### config.mk
export PLATFORM = sky130hd
export DESIGN_NAME = time_window_string_matcher
export DESIGN_NICKNAME = d
export VERILOG_FILES = /design/src/rtl/twsm_pkg.sv /design/src/rtl/twsm_eval.sv /design/src/rtl/twsm_core.sv /design/src/rtl/time_window_string_matcher.sv
export SDC_FILE = /design/constraint.sdc
export NUM_CORES = 1
export LEC_CHECK = 0
export BUFFER_PORTS_ARGS = -buffer_cell sky130_fd_sc_hd__buf_4
export CORE_MARGIN = 4
export CORE_UTILIZATION = 34
export DETAILED_ROUTE_END_ITERATION = 8
export GPL_TIMING_DRIVEN = 0
export PLACE_DENSITY = 0.58
export SETUP_SLACK_MARGIN = 0.5
export SYNTH_ARGS = -nofsm -noshare
export SYNTH_HDL_FRONTEND = slang
export SYNTH_HIERARCHICAL = 1
export SYNTH_SLANG_ARGS = --single-unit
### constraint.sdc
create_clock -name aclk -period 17.6 [get_ports aclk]
set_input_delay 2.64 -clock aclk [delete_from_list [all_inputs] [get_ports aclk]]
set_output_delay 2.64 -clock aclk [all_outputs]
set_load 0.05 [all_outputs]
### src/rtl/twsm_pkg.sv
// Shared types, constants, day-word tables and number helpers for the time-window matcher.
`default_nettype none

package twsm_pkg;

    // Result codes.
    localparam logic [1:0] VERDICT_OUTSIDE = 2'd0;
    localparam logic [1:0] VERDICT_INSIDE  = 2'd1;
    localparam logic [1:0] VERDICT_SYNTAX  = 2'd2;

    // Configuration register indexes.
    localparam logic CFG_WEEKDAY = 1'b0;
    localparam logic CFG_MINUTE  = 1'b1;

    localparam logic [10:0] MINUTES_PER_DAY = 11'd1440;
    localparam logic [6:0]  HUNDREDS_MAX    = 7'd99;
    localparam int          WORD_COUNT      = 11;

    // Day words, lower case, padded with zero bytes.
    localparam logic [7:0] WORD_TEXT [WORD_COUNT][8] = '{
        '{"a", "n", "y", 8'h00, 8'h00, 8'h00, 8'h00, 8'h00},
        '{"w", "k", 8'h00, 8'h00, 8'h00, 8'h00, 8'h00, 8'h00},
        '{"s", "u", 8'h00, 8'h00, 8'h00, 8'h00, 8'h00, 8'h00},
        '{"m", "o", 8'h00, 8'h00, 8'h00, 8'h00, 8'h00, 8'h00},
        '{"t", "u", 8'h00, 8'h00, 8'h00, 8'h00, 8'h00, 8'h00},
        '{"w", "e", 8'h00, 8'h00, 8'h00, 8'h00, 8'h00, 8'h00},
        '{"t", "h", 8'h00, 8'h00, 8'h00, 8'h00, 8'h00, 8'h00},
        '{"f", "r", 8'h00, 8'h00, 8'h00, 8'h00, 8'h00, 8'h00},
        '{"s", "a", 8'h00, 8'h00, 8'h00, 8'h00, 8'h00, 8'h00},
        '{"n", "e", "v", "e", "r", 8'h00, 8'h00, 8'h00},
        '{"n", "o", "n", "e", 8'h00, 8'h00, 8'h00, 8'h00}
    };
    localparam logic [2:0] WORD_LEN [WORD_COUNT] = '{
        3'd3, 3'd2, 3'd2, 3'd2, 3'd2, 3'd2, 3'd2, 3'd2, 3'd2, 3'd5, 3'd4
    };
    localparam logic [6:0] WORD_DAYS [WORD_COUNT] = '{
        7'h7F, 7'h3E, 7'h01, 7'h02, 7'h04, 7'h08, 7'h10, 7'h20, 7'h40, 7'h00, 7'h00
    };

    // A decimal field kept as hundreds and two low digits, saturating at 9999.
    typedef struct packed {
        logic [6:0] hi;
        logic [3:0] tens;
        logic [3:0] ones;
    } num_t;

    // One finished result.
    typedef struct packed {
        logic [1:0]  verdict;
        logic [18:0] seconds;
    } result_t;

    // Window test request from the parser to the evaluator.
    typedef struct packed {
        logic [6:0] day_mask;
        logic       whole_day;
        num_t       start_num;
        num_t       end_num;
    } eval_req_t;

    // Window test answer.
    typedef struct packed {
        logic        hit;
        logic [18:0] seconds;
    } eval_rsp_t;

    // Shift one decimal digit into a field, saturating at 9999.
    function automatic num_t num_append(input num_t n, input logic [3:0] d);
        logic [9:0] hi_new;
        num_t       r;
        hi_new = 10'(n.hi) * 10'd10 + 10'(n.tens);
        if (hi_new > 10'(HUNDREDS_MAX)) begin
            r.hi   = HUNDREDS_MAX;
            r.tens = 4'd9;
            r.ones = 4'd9;
        end else begin
            r.hi   = hi_new[6:0];
            r.tens = n.ones;
            r.ones = d;
        end
        return r;
    endfunction

    // hhmm read as hours times sixty plus minutes.
    function automatic logic [12:0] to_minutes(input num_t n);
        return 13'(n.hi) * 13'd60 + 13'(n.tens) * 13'd10 + 13'(n.ones);
    endfunction

endpackage

`default_nettype wire

### src/rtl/twsm_eval.sv
// Window test: day check, start/end compare and seconds to the end of the window.
`default_nettype none

module twsm_eval
    import twsm_pkg::*;
(
    input  wire eval_req_t   req,
    input  wire logic [2:0]  weekday,
    input  wire logic [10:0] minute,
    output eval_rsp_t        rsp
);

    logic [7:0]  mask_ext;
    logic        day_ok;
    logic [12:0] start_min;
    logic [12:0] end_min;
    logic [12:0] now_min;
    logic [12:0] diff;
    logic [18:0] open_secs;
    logic [18:0] wrap_secs;
    logic        open_hit;
    logic        wrap_hit;

    // The eighth mask bit is zero, so weekday seven never matches.
    assign mask_ext = {1'b0, req.day_mask};
    assign day_ok   = mask_ext[weekday];

    // A bare day word covers the whole day.
    assign start_min = req.whole_day ? 13'd0 : to_minutes(req.start_num);
    assign end_min   = req.whole_day ? 13'(MINUTES_PER_DAY) : to_minutes(req.end_num);
    assign now_min   = 13'(minute);

    // Ordinary window: strictly between start and end.
    assign open_hit  = (start_min < now_min) && (end_min > now_min);
    assign diff      = end_min - now_min;
    assign open_secs = 19'(diff) * 19'd60;

    // Wrapped window: after start or before end, counted to midnight.
    assign wrap_hit  = (now_min > start_min) || (now_min < end_min);
    assign wrap_secs = (minute < MINUTES_PER_DAY) ?
                       19'(MINUTES_PER_DAY - minute) * 19'd60 : 19'd0;

    always_comb begin
        if (start_min < end_min) begin
            rsp.hit     = day_ok && open_hit;
            rsp.seconds = open_secs;
        end else begin
            rsp.hit     = day_ok && wrap_hit;
            rsp.seconds = wrap_secs;
        end
    end

endmodule

`default_nettype wire

### src/rtl/twsm_core.sv
// Parser state and per-word next-state logic; one window test per word.
`default_nettype none

module twsm_core
    import twsm_pkg::*;
(
    input  wire logic        aclk,
    input  wire logic        aresetn,
    input  wire logic        step_en,
    input  wire logic [7:0]  char_code,
    input  wire logic        last_char,
    input  wire logic [2:0]  weekday,
    input  wire logic [10:0] minute,
    output result_t          result
);

    // Parser modes.
    localparam logic [2:0] MODE_ENTRY     = 3'd0;
    localparam logic [2:0] MODE_AFTER_SEP = 3'd1;
    localparam logic [2:0] MODE_WORD      = 3'd2;
    localparam logic [2:0] MODE_DAYS      = 3'd3;
    localparam logic [2:0] MODE_START     = 3'd4;
    localparam logic [2:0] MODE_DASH      = 3'd5;
    localparam logic [2:0] MODE_END       = 3'd6;

    logic [2:0]            mode_reg, mode_next;
    logic [6:0]            mask_reg, mask_next;
    logic [WORD_COUNT-1:0] cand_reg, cand_next;
    logic [2:0]            pos_reg, pos_next;
    num_t                  start_reg, start_next;
    num_t                  end_reg, end_next;
    logic                  decided_reg, decided_next;
    logic [1:0]            verdict_reg, verdict_next;
    logic [18:0]           seconds_reg, seconds_next;

    logic                  is_digit;
    logic                  is_alpha;
    logic                  is_nul;
    logic                  is_sep;
    logic                  is_stop;
    logic [3:0]            digit;
    logic [7:0]            lower;
    logic [WORD_COUNT-1:0] cand_use;
    logic [2:0]            pos_use;
    logic [WORD_COUNT-1:0] keep;
    logic                  word_done;
    logic [6:0]            done_days;
    logic                  mask_clear;
    logic [6:0]            mask_word;
    logic                  num_mode;
    logic                  eval_now;
    num_t                  end_post;
    eval_req_t             ev_req;
    eval_rsp_t             ev_rsp;

    // Character classes.
    assign is_digit = (char_code >= "0") && (char_code <= "9");
    assign is_alpha = ((char_code >= "a") && (char_code <= "z")) ||
                      ((char_code >= "A") && (char_code <= "Z"));
    assign is_nul   = (char_code == 8'h00);
    assign is_sep   = (char_code == ",") || (char_code == "|");
    assign is_stop  = (char_code == ";");
    assign digit    = char_code[3:0];
    assign lower    = ((char_code >= "A") && (char_code <= "Z")) ?
                      (char_code | 8'h20) : char_code;

    // Day-word matcher: narrow the candidate set by one letter.
    assign cand_use   = (mode_reg == MODE_WORD) ? cand_reg : '1;
    assign pos_use    = (mode_reg == MODE_WORD) ? pos_reg : 3'd0;
    assign mask_clear = (mode_reg != MODE_WORD) && !((mode_reg == MODE_DAYS) && is_alpha);

    always_comb begin
        done_days = 7'd0;
        word_done = 1'b0;
        for (int i = 0; i < WORD_COUNT; i++) begin
            keep[i] = cand_use[i] && (pos_use < WORD_LEN[i]) &&
                      (WORD_TEXT[i][pos_use] == lower);
            if (keep[i] && ({1'b0, WORD_LEN[i]} == ({1'b0, pos_use} + 4'd1))) begin
                word_done = 1'b1;
                done_days = done_days | WORD_DAYS[i];
            end
        end
    end

    assign mask_word = (mask_clear ? 7'd0 : mask_reg) | done_days;

    // The end field after this character, for a window closed by the final word.
    always_comb begin
        end_post = end_reg;
        if (is_digit && (mode_reg == MODE_DASH)) begin
            end_post = '{hi: 7'd0, tens: 4'd0, ones: digit};
        end else if (is_digit && (mode_reg == MODE_END)) begin
            end_post = num_append(end_reg, digit);
        end
    end

    // A window closes either on this character or at the end of the string.
    assign num_mode = (mode_reg == MODE_DASH) || (mode_reg == MODE_END);
    assign eval_now = ((mode_reg == MODE_DAYS) && !is_alpha && !is_digit) ||
                      ((mode_reg == MODE_END) && !is_digit);

    assign ev_req.day_mask  = (eval_now || num_mode) ? mask_reg : mask_word;
    assign ev_req.whole_day = !num_mode;
    assign ev_req.start_num = start_reg;
    assign ev_req.end_num   = end_post;

    twsm_eval u_eval (
        .req     (ev_req),
        .weekday (weekday),
        .minute  (minute),
        .rsp     (ev_rsp)
    );

    // Next parser state for an accepted word.
    always_comb begin
        logic do_entry;
        mode_next    = mode_reg;
        mask_next    = mask_reg;
        cand_next    = cand_reg;
        pos_next     = pos_reg;
        start_next   = start_reg;
        end_next     = end_reg;
        decided_next = decided_reg;
        verdict_next = verdict_reg;
        seconds_next = seconds_reg;
        do_entry     = 1'b0;
        result       = '0;

        if (step_en) begin
            if (!decided_reg) begin
                if (is_nul) begin
                    // NUL ends the string here.
                    case (mode_reg)
                        MODE_DAYS, MODE_END: begin
                            if (ev_rsp.hit) begin
                                decided_next = 1'b1;
                                verdict_next = VERDICT_INSIDE;
                                seconds_next = ev_rsp.seconds;
                            end
                        end
                        MODE_WORD, MODE_START, MODE_DASH: begin
                            decided_next = 1'b1;
                            verdict_next = VERDICT_SYNTAX;
                            seconds_next = 19'd0;
                        end
                        default: begin
                        end
                    endcase
                    if (!decided_next) begin
                        decided_next = 1'b1;
                        verdict_next = VERDICT_OUTSIDE;
                        seconds_next = 19'd0;
                    end
                end else begin
                    case (mode_reg)
                        MODE_ENTRY, MODE_AFTER_SEP: begin
                            do_entry = 1'b1;
                        end
                        MODE_WORD: begin
                            do_entry = 1'b1;
                        end
                        MODE_DAYS: begin
                            if (is_alpha) begin
                                do_entry = 1'b1;
                            end else if (is_digit) begin
                                start_next = '{hi: 7'd0, tens: 4'd0, ones: digit};
                                mode_next  = MODE_START;
                            end else if (ev_rsp.hit) begin
                                decided_next = 1'b1;
                                verdict_next = VERDICT_INSIDE;
                                seconds_next = ev_rsp.seconds;
                            end else begin
                                do_entry = 1'b1;
                            end
                        end
                        MODE_START: begin
                            if (is_digit) begin
                                start_next = num_append(start_reg, digit);
                            end else if (char_code == "-") begin
                                mode_next = MODE_DASH;
                            end else begin
                                decided_next = 1'b1;
                                verdict_next = VERDICT_SYNTAX;
                                seconds_next = 19'd0;
                            end
                        end
                        MODE_DASH: begin
                            if (is_digit) begin
                                end_next  = end_post;
                                mode_next = MODE_END;
                            end else begin
                                decided_next = 1'b1;
                                verdict_next = VERDICT_SYNTAX;
                                seconds_next = 19'd0;
                            end
                        end
                        default: begin
                            if (is_digit) begin
                                end_next = end_post;
                            end else if (ev_rsp.hit) begin
                                decided_next = 1'b1;
                                verdict_next = VERDICT_INSIDE;
                                seconds_next = ev_rsp.seconds;
                            end else begin
                                do_entry = 1'b1;
                            end
                        end
                    endcase

                    // Separator, terminator or the first letter of a day word.
                    if (do_entry) begin
                        if (is_sep && (mode_reg != MODE_AFTER_SEP) &&
                            (mode_reg != MODE_WORD) && !((mode_reg == MODE_DAYS) && is_alpha)) begin
                            mode_next = MODE_AFTER_SEP;
                        end else if (is_stop && (mode_reg != MODE_WORD) &&
                                     !((mode_reg == MODE_DAYS) && is_alpha)) begin
                            decided_next = 1'b1;
                            verdict_next = VERDICT_OUTSIDE;
                            seconds_next = 19'd0;
                        end else if (keep == '0) begin
                            decided_next = 1'b1;
                            verdict_next = VERDICT_SYNTAX;
                            seconds_next = 19'd0;
                        end else if (word_done) begin
                            mask_next = mask_word;
                            cand_next = '0;
                            pos_next  = 3'd0;
                            mode_next = MODE_DAYS;
                        end else begin
                            mask_next = mask_clear ? 7'd0 : mask_reg;
                            cand_next = keep;
                            pos_next  = pos_use + 3'd1;
                            mode_next = MODE_WORD;
                        end
                    end
                end
            end

            // Final word: close an open entry, report, and start over.
            if (last_char) begin
                if (!decided_next) begin
                    case (mode_next)
                        MODE_DAYS, MODE_END: begin
                            if (ev_rsp.hit) begin
                                decided_next = 1'b1;
                                verdict_next = VERDICT_INSIDE;
                                seconds_next = ev_rsp.seconds;
                            end
                        end
                        MODE_WORD, MODE_START, MODE_DASH: begin
                            decided_next = 1'b1;
                            verdict_next = VERDICT_SYNTAX;
                            seconds_next = 19'd0;
                        end
                        default: begin
                        end
                    endcase
                    if (!decided_next) begin
                        verdict_next = VERDICT_OUTSIDE;
                        seconds_next = 19'd0;
                    end
                end
                result.verdict = verdict_next;
                result.seconds = seconds_next;
                mode_next    = MODE_ENTRY;
                mask_next    = 7'd0;
                cand_next    = '0;
                pos_next     = 3'd0;
                start_next   = '0;
                end_next     = '0;
                decided_next = 1'b0;
                verdict_next = VERDICT_OUTSIDE;
                seconds_next = 19'd0;
            end
        end
    end

    // Parser registers.
    always_ff @(posedge aclk) begin
        if (!aresetn) begin
            mode_reg    <= MODE_ENTRY;
            mask_reg    <= 7'd0;
            cand_reg    <= '0;
            pos_reg     <= 3'd0;
            start_reg   <= '0;
            end_reg     <= '0;
            decided_reg <= 1'b0;
            verdict_reg <= VERDICT_OUTSIDE;
            seconds_reg <= 19'd0;
        end else begin
            mode_reg    <= mode_next;
            mask_reg    <= mask_next;
            cand_reg    <= cand_next;
            pos_reg     <= pos_next;
            start_reg   <= start_next;
            end_reg     <= end_next;
            decided_reg <= decided_next;
            verdict_reg <= verdict_next;
            seconds_reg <= seconds_next;
        end
    end

endmodule

`default_nettype wire

### src/rtl/time_window_string_matcher.sv
// Top level: configuration registers, input word register, parser and result register.
//
// The block reads a time-window string one byte per word on the s_ channel
// (s_char_code, s_last_char marks the final byte) and gives one result word
// on the m_ channel for each string: m_verdict (outside, inside, syntax error)
// and m_seconds_left, the seconds to the end of the first matching window. The current
// weekday and minute are written via cfg_wr_en, cfg_addr and cfg_wdata by the user,
// only while no string is in progress (not enforced); a write takes effect at once.
//
// Throughput is one byte per cycle with no gaps between strings, while no final byte
// is held behind a waiting result. Each byte goes through the input register and the
// parser logic; the result word is registered on the m_ side as the final byte leaves
// the input register. Parser and window test are a single registered pass per byte.
//
// Reset clears the parser, the weekday and the minute, and empties both
// registers. While a result waits on m_ready low, bytes keep flowing; only a
// second final byte holds in the input register, and s_ready drops until the
// waiting result is taken.
`default_nettype none

module time_window_string_matcher
    import twsm_pkg::*;
(
    input  wire logic        aclk,
    input  wire logic        aresetn,
    input  wire logic        s_valid,
    output logic             s_ready,
    input  wire logic [7:0]  s_char_code,
    input  wire logic        s_last_char,
    output logic             m_valid,
    input  wire logic        m_ready,
    output logic [1:0]       m_verdict,
    output logic [18:0]      m_seconds_left,
    input  wire logic        cfg_wr_en,
    input  wire logic        cfg_addr,
    input  wire logic [10:0] cfg_wdata
);

    logic [2:0]  weekday_reg;
    logic [10:0] minute_reg;
    logic        in_valid_reg;
    logic [7:0]  in_char_reg;
    logic        in_last_reg;
    logic        m_valid_reg;
    logic [1:0]  m_verdict_reg;
    logic [18:0] m_seconds_reg;
    logic        advance;
    result_t     core_result;

    // A byte leaves the input register unless it is final and the result slot is busy.
    assign advance = in_valid_reg && (!in_last_reg || !m_valid_reg || m_ready);
    assign s_ready = !in_valid_reg || advance;

    // Configuration registers.
    always_ff @(posedge aclk) begin
        if (!aresetn) begin
            weekday_reg <= 3'd0;
            minute_reg  <= 11'd0;
        end else if (cfg_wr_en) begin
            case (cfg_addr)
                CFG_WEEKDAY: weekday_reg <= cfg_wdata[2:0];
                CFG_MINUTE:  minute_reg  <= cfg_wdata;
                default: begin
                end
            endcase
        end
    end

    // Input word register.
    always_ff @(posedge aclk) begin
        if (!aresetn) begin
            in_valid_reg <= 1'b0;
        end else if (s_ready) begin
            in_valid_reg <= s_valid;
        end
    end

    always_ff @(posedge aclk) begin
        if (s_ready && s_valid) begin
            in_char_reg <= s_char_code;
            in_last_reg <= s_last_char;
        end
    end

    twsm_core u_core (
        .aclk      (aclk),
        .aresetn   (aresetn),
        .step_en   (advance),
        .char_code (in_char_reg),
        .last_char (in_last_reg),
        .weekday   (weekday_reg),
        .minute    (minute_reg),
        .result    (core_result)
    );

    // Result register.
    always_ff @(posedge aclk) begin
        if (!aresetn) begin
            m_valid_reg <= 1'b0;
        end else if (advance && in_last_reg) begin
            m_valid_reg <= 1'b1;
        end else if (m_ready) begin
            m_valid_reg <= 1'b0;
        end
    end

    always_ff @(posedge aclk) begin
        if (advance && in_last_reg) begin
            m_verdict_reg <= core_result.verdict;
            m_seconds_reg <= core_result.seconds;
        end
    end

    assign m_valid        = m_valid_reg;
    assign m_verdict      = m_verdict_reg;
    assign m_seconds_left = m_seconds_reg;

    // Seconds are reported only for a match.
    a_seconds_only_inside: assert property (@(posedge aclk) disable iff (!aresetn)
        m_valid_reg |-> (m_verdict_reg == VERDICT_INSIDE) || (m_seconds_reg == 19'd0))
        else $error("seconds reported without a match");

    // No window can end more than 6039 minutes away, the saturated hhmm value 9999.
    a_seconds_bound: assert property (@(posedge aclk) disable iff (!aresetn)
        m_valid_reg |-> (m_seconds_reg <= 19'd362340))
        else $error("seconds beyond the largest window");

    // The input side stalls only behind a waiting result and a held final byte.
    a_stall_reason: assert property (@(posedge aclk) disable iff (!aresetn)
        !s_ready |-> in_valid_reg && in_last_reg && m_valid_reg && !m_ready)
        else $error("input stalled without cause");

    // A final byte that leaves the input register always yields a result.
    a_result_follows: assert property (@(posedge aclk) disable iff (!aresetn)
        (advance && in_last_reg) |=> m_valid_reg)
        else $error("final byte produced no result");

    // A result is lost only by being taken.
    a_result_held: assert property (@(posedge aclk) disable iff (!aresetn)
        (m_valid_reg && !m_ready) |=> m_valid_reg && $stable(m_seconds_reg))
        else $error("waiting result dropped");

endmodule

`default_nettype wire

Word-level counts from Yosys, hierarchy flattened
Memories as Yosys holds them, arrays and structs flattened. Cells that the tools add are included.

Add/sub/neg operators: 10. $mul: 8. $lt $le $gt $ge: 20. Equal/unequal tests: 41. Mux-type cells: 180. Bitwise gates (word level): 3. Reductions and logical operators: 89.

Operators by type and width (count): $mux W19 (18); $mux W15 (15); $mux W8 (22); $mux W11 (9); $eq A8 B8 Y1 (11); $mux W7 (12); $pmux W19 S2 (2); $pmux W19 S4 (1); $mux W3 (23); $logic_and A1 B1 Y1 (54); $mux W1 (42); $mux W2 (18); $pmux W15 S2 (1); $add A13 B4 Y13 (2); $add A13 B8 Y13 (2); $mux W13 (2); $eq A8 B6 Y1 const B (3); $mul A7 B4 Y11 const B (2); $add A10 B4 Y10 (2); $gt A10 B7 Y1 const B (2); $mux W20 (1); $mul A19 B4 Y17 const B (1); $eq A3 B3 Y1 const B (6); $mul A7 B3 Y9 const B (2); other kinds (56) (98).

Flip-flop bits (word level): 122. ROM bits: 704. Bits of input ports: 26. Word-level logic and storage cells: 383. Memories: 11.

Memory list: (name not given) (words 8, width 8, rd ports 1, clocked after memory_dff 0, wr ports 0, RTL line twsm_core.sv:77) `(WORD_TEXT[i][pos_use] == lower);`; (name not given) (words 8, width 8, rd ports 1, clocked after memory_dff 0, wr ports 0, RTL line twsm_core.sv:77); (name not given) (words 8, width 8, rd ports 1, clocked after memory_dff 0, wr ports 0, RTL line twsm_core.sv:77); (name not given) (words 8, width 8, rd ports 1, clocked after memory_dff 0, wr ports 0, RTL line twsm_core.sv:77); (name not given) (words 8, width 8, rd ports 1, clocked after memory_dff 0, wr ports 0, RTL line twsm_core.sv:77); (name not given) (words 8, width 8, rd ports 1, clocked after memory_dff 0, wr ports 0, RTL line twsm_core.sv:77); +5 memories.

Depth between registers and ports, before layout
Gate-level depths: netlist of run 1.

Word-level depth: 43. Depth in mapped cells: 52. Depth with buffers taken out: 52.

Hierarchy
Netlist of run 1, hierarchy kept.

Modules (own cells, without submodules): twsm_core (instances 1, cells an instance 870, area an instance 6681.4 µm²); twsm_eval (instances 1, cells an instance 766, area an instance 6399.9 µm²); time_window_string_matcher (instances 1, cells an instance 101, area an instance 1525.2 µm²).

Worst setup path after synthesis of run 1
No wires, ideal clock.

Path type: flip-flop to flip-flop. Start: register u_core/end_reg[9] (netlist name). End: register m_seconds_reg[16] (netlist: m_seconds_left[16]), data pin. Setup time: 0.168 ns. Arrival: 10.279 ns. Data required time: 17.432 ns. Setup slack: 7.153 ns. Stages on the path, launching flop included: 48. Path buffers: 0. Period minus slack after synthesis: 10.447 ns. Path through: dfxtp_1 -> ha_1 -> ha_1 -> inv_1 -> fa_1 -> nor3b_1 -> xnor2_1 -> o31ai_1 -> a21oi_1 -> o32ai_1 -> nand3_1 -> o221a_2 -> fa_1 -> fa_1 -> inv_1 -> fa_1 -> inv_1 -> ha_1 -> [12 not listed] -> xnor2_1 -> ha_1 -> inv_1 -> fa_1 -> inv_1 -> ha_1 -> or2_2 -> a21o_1 -> o21ai_0 -> xor2_1 -> o32ai_1 -> a21oi_1 -> nor2_1 -> nor2_1 -> a311oi_1 -> a221oi_1 -> a211o_1 -> a221oi_2.

RTL lines: start: declaration (RTL line twsm_core.sv:31) `num_t end_reg, end_next;`; start signal: assignment (RTL line twsm_core.sv:296) `end_reg <= end_next;`; end signal: assignment (RTL line time_window_string_matcher.sv:110) `m_seconds_reg <= core_result.seconds;`; end: declaration (RTL line time_window_string_matcher.sv:46) `logic [18:0] m_seconds_reg;`.

==> results.md, run 1 <==
- Final setup fails: 0
- Critical path launch point type: flop
- Post-DP Area: 15700 µm²
- Iter 0 DRT Violations: a little under 1k
- Cell count after synthesis: approximately 1.7k
- Syn avg cell area: 8.41 µm²
- Post CTS Setup Buffer Count: 0
- CTS tree: yes
- Most used DFF post-synth: dfxtp_1
- Final Hold Fails: 0
- Cts bufs inserted: 17
- Maxcap violations: 0
- Place WS: ~5 ns
- Post-synth ARST share: 0
- Hold/Removal Path Class: reg -> reg
- Synth Cell Area: 14600 µm²
- RSZ-0062 raised after global routing: no
- Ant. Diodes: 0
- Hold Startpoint: u_core/seconds_reg[17]$_SDFFE_PN0P_
- GRT Total Usage: 0.175
- Slowest-stage cell, CP: o32ai_1
- WP data arrival: between 10 and 15 ns
- Residual DRC: 0
- Filler cell count: approximately 4.3k
- DR WL/cell: about 17 µm
- Synth unique cells: about 110
- PostCTS Resize Cnt: 0
- Pwr Total: 1.18 mW
- Share of cells above drive strength 1: 0.0918
- Final worst path period need: roughly 13 ns
- Cell count of the worst reg-to-reg path: 45
- Clock sinks: between 100 and 150
- P_leak: between 7 and 8 nW
- Via-to-Cell Ratio: roughly 5.6
- Synth Register Bits: between 100 and 150
- Final worst slack: roughly 5 ns
- Clock Tree Buf Depth: 2
- Via count: 13.2k
- Worst skew pair latency: between 0.4 and 0.5 ns
- Vias in the first global route: roughly 13k
- Final max-slew violation count: 0
- Area of the core: around 42000 µm²
- Die ar.: 46300 µm²
- Sum Neg Setup Slack: 0 ns
- Nets@finish: approximately 2.1k
- IO buf count: 48
- Crit. End Element: flop
- Hold path endpoint: u_core/seconds_reg[17]$_SDFFE_PN0P_
- Critical path's largest stage delay: approximately 0.85 ns
- Reg-to-Reg Start: u_core/end_reg[9]$_SDFFE_PN0P_
- Post-route ant nets: 0
- Gpl congestion: 0.893
- Hold path depth: 1
- Post-synth EDFFs: 30
- Initial antenna violation count: 2
- Setup CP Type: reg -> reg
- WL final: around 41 mm
- Maximum VDD drop: approximately 75 µV
- R2r setup slk: roughly 5 ns
- DP HPWL: between 30 and 40 mm
- Worst Clk Skew: between 0.01 and 0.015 ns
- Final Cell Area: 16300 µm²
- First-pass GRT wire length: a little under 70 mm
- Total gr overflow: 0
- Rows: 75
- Maximum clock rate: 0.0792 GHz
- Tcrit/Tclk final: 0.717
- Hold buffer count at cts: 0
- Initial Util: 0.346
- Syn-to-layout area delta: 11.3%
- Largest net degree at the start of global routing: 22
- Status: complete, no violations
- Critical Path RT: between 15 and 20 ns
- Router iterations before antenna repair: 5
- PD cells: between 70 and 80 nW/µm²
- Seq/Total Area, Yosys: 0.188
- Yosys warnings: 6
- Crit-path most repeated cell: ha_1
- Die Span Y: between 200 and 250 µm
- Max FO, Critical Path: 10
- Root Driver: clkbuf_16
- Max_slew headroom: 0.196
- H-tree levels: 4
- Io pins: about 50
- Clk pin slew, worst setup/hold paths: 0.06 ns
- Die width: around 220 µm
- Reg2Reg Capture Point: m_seconds_left[7]$_DFFE_PP_
- Worst-margin pin slew: roughly 1.2 ns
-- logic make-up after synthesis --
logic type	share of synthesized area
AOI/OAI and AO/OA	0.257
and+or+nand+nor	0.182
buffers and inverters	0.0653
adders and majority gates	0.242
DFF	0.188
xor gates and xnor gates	0.0606
muxes	0.00574
other	0.000257
-- cells in the mapped netlist (all sizes together), types with 11 or more instances --
cell type,n,area share
a21o,33,0.017
a221oi,17,0.016
nand2,146,0.038
ha,164,0.14
nor2,72,0.019
a22o,18,0.011
a32oi,12,0.0072
a22oi,35,0.018
a21oi,101,0.035
fa,74,0.10
o31ai,15,0.0081
nand2b,18,0.0077
xnor2,64,0.038
o21bai,20,0.010
a31oi,14,0.0060
and2,25,0.011
nor2b,70,0.030
nand3,46,0.016
o22ai,13,0.0056
or2,13,0.0056
clkbuf,54,0.014
nor3,40,0.015
edfxtp,30,0.062
buf,23,0.0090
a211oi,13,0.0074
o21a,14,0.0072
or3,13,0.0056
nor4,15,0.0079
and3,11,0.0051
inv,165,0.042
a21boi,26,0.013
xor2,37,0.022
o21ai,104,0.036
dfxtp,92,0.13
-- critical path, delay by kind of cell, from the launching register on --
family | cells | cell delay, ns
AO/OA/AOI/OAI | 16 | 4.38
XOR/XNOR | 2 | 0.26
adder cells (fa/ha/maj) | 9 | 3.38
buffers and inverters | 8 | 1.54
flip-flops | 1 | 0.36
AND/OR/NAND/NOR | 10 | 2.38
-- power breakdown --
part | switching (mW) | internal, mW | total (mW)
Clock | 0.136 | 0.216 | 0.352
Sequential | 0.00462 | 0.291 | 0.296
Combinational | 0.334 | 0.203 | 0.536
Total | 0.474 | 0.710 | 1.18
-- layer usage --
layer  global-route usage  vias to the layer above  part of all wire
li1                     -                     6415                 -
met1                0.239                     6335              0.46
met2                0.288                      379              0.46
met3               0.0219                       66             0.048
met4               0.0573                        0             0.028
met5                    0                        -                 0
-- cell usage in the layout, fill, tap and decap left out, drive strengths merged, types with 7 or more instances in the layout --
master,Yosys,routed
inv,165,166
ha,164,164
nand2,146,146
o21ai,104,104
a21oi,101,101
dfxtp,92,92
clkbuf,54,75
fa,74,74
nor2,72,72
buf,23,72
nor2b,70,70
xnor2,64,64
nand3,46,46
nor3,40,40
xor2,37,37
a22oi,35,35
a21o,33,33
edfxtp,30,30
a21boi,26,26
and2,25,25
o21bai,20,20
nand2b,18,18
a22o,18,18
a221oi,17,17
o31ai,15,15
nor4,15,15
a31oi,14,14
o21a,14,14
or3,13,13
o22ai,13,13
or2,13,13
a211oi,13,13
a32oi,12,12
and3,11,11
nand4,8,8
a32o,8,8
a2111oi,8,8
o2111ai,7,7
-- how the worst max path moves through the flow --
stage | from | endpoint | slack (ns) | depth (start not counted)
final | u_core/end_reg[9]$_SDFFE_PN0P_ | m_seconds_left[7]$_DFFE_PP_ | 4.98 | 45
after global routing | u_core/end_reg[9]$_SDFFE_PN0P_ | m_seconds_left[5]$_DFFE_PP_ | 4.03 | 45
after floorplan | u_core/end_reg[9]$_SDFFE_PN0P_ | m_seconds_left[16]$_DFFE_PP_ | 7.15 | 47
after global placement | in_char_reg[4]$_DFFE_PP_ | m_seconds_left[2]$_DFFE_PP_ | 5.13 | 42
after CTS | u_core/end_reg[9]$_SDFFE_PN0P_ | m_seconds_left[7]$_DFFE_PP_ | 5.06 | 45
after detailed placement | u_core/end_reg[9]$_SDFFE_PN0P_ | m_seconds_left[7]$_DFFE_PP_ | 5.09 | 45
-- cell type report --
| class | count | area [µm²] | share of cell area |
|---|---|---|---|
| Timing Repair Buffer | 50 | 387 | 0.0238 |
| Clock inverter | 11 | 119 | 0.00731 |
| Buffer | 77 | 334 | 0.0206 |
| Sequential cell | 122 | 2740 | 0.169 |
| Multi-Input combinational cell | 1374 | 10900 | 0.672 |
| Clock buffer | 21 | 462 | 0.0284 |
| Inverter | 165 | 619 | 0.0381 |
| Tap cell | 539 | 674 | 0.0415 |
-- metrics by stage --
| stage | instances | util | hold WS [ns] |
|---|---|---|---|
| 6_report | 2359 | 0.385 | 0.469 |
| 5_1_grt | 2359 | 0.385 | 0.489 |
| 4_1_cts | 2359 | 0.385 | 0.470 |
| 3_5_place_dp | 2327 | 0.371 | 0.457 |
| 3_3_place_gp | 2325 | 0.370 | 0.446 |
| 2_1_floorplan | 1738 | - | 0.424 |
Power figures use the tool's default switching activity.
==> run 2: changes to the inputs <==
Settings changed: ABC_AREA set to 1, PLACE_DENSITY 0.58 to 0.6.
Clock period 17.6 ns to 10.7 ns, I/O delays scaled along.
==> run 2 against run 1 <==
  * Maximum frequency increased by 21%
  * Global-route usage grew 1.5 points
  * Via count is 19% higher
  * Utilization rose by 2.6 points
  * Clock skew decreased by 0.0030 ns
  * Count of clock-buffer cells in the layout is 2 lower
  * Cell count grew 29%
  * Hold slack lost 0.0063 ns
  * Register-to-register slack worse by 4.7 ns
  * Final area is 15% higher
  * Die area increased by 6.8%
  * Non-clock buffer count grew 35
  * Critical path type unchanged
  * Critical endpoint is now m_seconds_left[18]$_DFFE_PP_
  * Largest cell class unchanged
  * Highest routed layer unchanged
==> results.md, run 2 <==
- Area occupied by multi-input gates: between 10000 and 15000 µm²
- Final max-slew violation count: 0
- Pwr Total: around 2.5 mW
- Post-synth EDFFs: 30
- Commonest non-fill, non-tap cells in the layout: nand2_1, inv_1, nor2_1, a21oi_1, nand3_1
- Slowest-stage cell, CP: fa_1
- Via count: roughly 16k
- Initial antenna violation count: 1
- WP data arrival: ~11 ns
- Syn avg cell area: slightly below 7 µm²
- P_sw: approximately 1.1 mW
- Crit. End Element: flop
- Worst-margin pin slew: approximately 0.94 ns
- Sequential share of power: 0.195
- Largest net degree at the start of global routing: 22
- Total gr overflow: 0
- Critical path's largest stage delay: between 0.5 and 0.6 ns
- Final setup fails: 0
- Residual DRC: 0
- Gpl congestion: just under 1
- Nets@finish: around 2.7k
- Syn-to-layout area delta: 19.5%
- Maximum VDD drop: between 100 and 150 µV
- CTS tree: yes
- Post-route ant nets: 0
- Iter 0 DRT Violations: 1343
- Yosys warnings: 6
- Final Hold Fails: 0
- P_leak: about 8.6 nW
- Int Pwr: about 1.5 mW
- PD cells: 135 nW/µm²
- Most used DFF post-synth: dfxtp_1
- Maxcap violations: 0
- Most common cell after layout, fill and taps aside: nand2_1
- Clock sinks: about 120
- WL final: 48.6 mm
- Worst skew pair latency: around 0.43 ns
- H-tree levels: 4
- Top cells by area, synth: ha_1, nand2_1, dfxtp_1
- Cts bufs inserted: 17
- Critical Path RT: 10.88 ns
- WHS: between 0.4 and 0.5 ns
- Clk pin slew, worst setup/hold paths: roughly 0.060 ns
- RSZ-0062 raised after global routing: yes
- Hold/Removal Path Class: reg -> reg
- Io pins: 49
- Sum Neg Setup Slack: 0 ns
- Tcrit/Tclk final: 0.972
- Final core utilization: 0.411
- Area of the core: between 40000 and 50000 µm²
- Critical path launch point type: flop
- Die ar.: 49500 µm²
- Initial Util: 0.344
- Maximum clock rate: around 0.096 GHz
- Via-to-Cell Ratio: 5.19
- Synth Register Bits: about 120
- Post-synth ARST share: 0
- Share of cells above drive strength 1: 0.176
- Seq/Total Area, Yosys: 0.175
- Max_slew headroom: 0.373
- Area occupied by registers: around 2800 µm²
- Die width: between 200 and 250 µm
- Logic pwr share: 0.551
- DP HPWL: ~38 mm
- Max FO, Critical Path: 8
- Final worst path period need: approximately 10 ns
- Synth Cell Area: 15600 µm²
- Router iterations before antenna repair: 5
- Status: complete, no violations
- Synth top area share: 0.131
- Area leader, netlist: ha_1
- Clock Tree Buf Depth: 2
- Crit-path most repeated cell: inv_2
- Most frequent cell after synthesis: nand2_1
- Cell count after synthesis: about 2.3k
- Worst Clk Skew: 0.0107 ns
- DR WL/cell: approximately 16 µm
- Root Driver: clkbuf_16
- List of most frequent post-synthesis cells: nand2_1, inv_1, a21oi_1
- Clk pwr share: 0.254
- Rows: 78
- Vias in the first global route: about 15k
- Setup CP Type: reg -> reg
- Filler cell count: about 4.7k
- Sw Share: 0.423
- GRT Total Usage: 0.190
- Synth unique cells: 65
- IO buf count: 48
- R2r setup slk: about 0.30 ns
- Die Span Y: roughly 220 µm
- First-pass GRT wire length: 77.5 mm
[run 2: cell count changes in the layout (fill, tap and decap cells not counted), sizes merged, moves of 26 or more]
cell    delta
a21boi    -26
a21o      -26
a21oi    +106
buf       +54
inv      +180
nand2    +390
nand3    +123
nor2     +148
nor2b     -70
o21ai     +37
xnor2     -39
[run 2: layout make-up]
class,instances,area share
multi-input combinational,1767,0.647
sequential,122,0.147
inverter,351,0.0710
tap,600,0.0401
timing repair buffer,98,0.0397
clock buffer,19,0.0237
buffer,64,0.0207
clock inverter,13,0.0106
antenna,1,0.000134
[run 2: worst paths after layout]
kind,start,to,cells after the start
worst max-delay path,u_core/end_reg[11]$_SDFFE_PN0P_,m_seconds_left[18]$_DFFE_PP_,63
worst min-delay path,u_core/mask_reg[1]$_SDFFE_PN0P_,u_core/mask_reg[1]$_SDFFE_PN0P_,2
worst max register to register,u_core/end_reg[11]$_SDFFE_PN0P_,m_seconds_left[18]$_DFFE_PP_,63
worst min register to register,u_core/mask_reg[1]$_SDFFE_PN0P_,u_core/mask_reg[1]$_SDFFE_PN0P_,2
[run 2: routing by layer]
metal / up-vias / GRT usage / routed length (µm)
li1: 7792 / - / -
met1: 7394 / 0.261 / 22300
met2: 489 / 0.314 / 22500
met3: 62 / 0.0242 / 2760
met4: 0 / 0.0507 / 990
met5: - / 0 / 0
[run 2: repair_timing]
action	in CTS	in global routing
hold buffers	0	0
setup endpoints to repair	63	61
gates resized for setup	118	95
buffers inserted	30	20
pin swaps	63	64
[run 2: kinds of logic (layout without fill, tap and decap cells)]
family,Yosys count,count (layout),synth area share
adder cells (fa/ha/maj),238,238,0.226
XOR/XNOR,64,64,0.0375
AO/OA/AOI/OAI,457,457,0.165
other,1,3,0.000240
flip-flops,122,122,0.175
buffers and inverters,415,545,0.109
multiplexers,3,3,0.00200
AND/OR/NAND/NOR,1003,1003,0.285
[run 2: per-stage QoR]
stage	cell area [µm²]	setup slack, ns	instances
2_1_floorplan	15700	0.514	2304
3_3_place_gp	16800	-0.978	2952
3_5_place_dp	16800	-1.31	2952
4_1_cts	18200	0.332	3014
5_1_grt	18700	-0.0870	3034
6_report	18700	0.298	3035
[run 2: power by group through the flow]
stage	sequential [mW]	clock [mW]	combinational [mW]
4_1_cts	0.493	0.653	1.27
3_3_place_gp	0.503	0	1.16
2_1_floorplan	0.510	0	0.876
3_5_place_dp	0.503	0	1.18
6_report	0.493	0.642	1.39
5_1_grt	0.494	0.675	1.53
[run 2: worst max-delay path, delay by kind of cell, from the launching register on]
kind / cells / cell delay, ns
and+or+nand+nor: 20 / 2.24
adders and majority gates: 12 / 4.10
buffers and inverters: 16 / 1.31
DFF: 1 / 0.36
AOI/OAI and AO/OA: 12 / 1.56
xor gates and xnor gates: 3 / 0.56
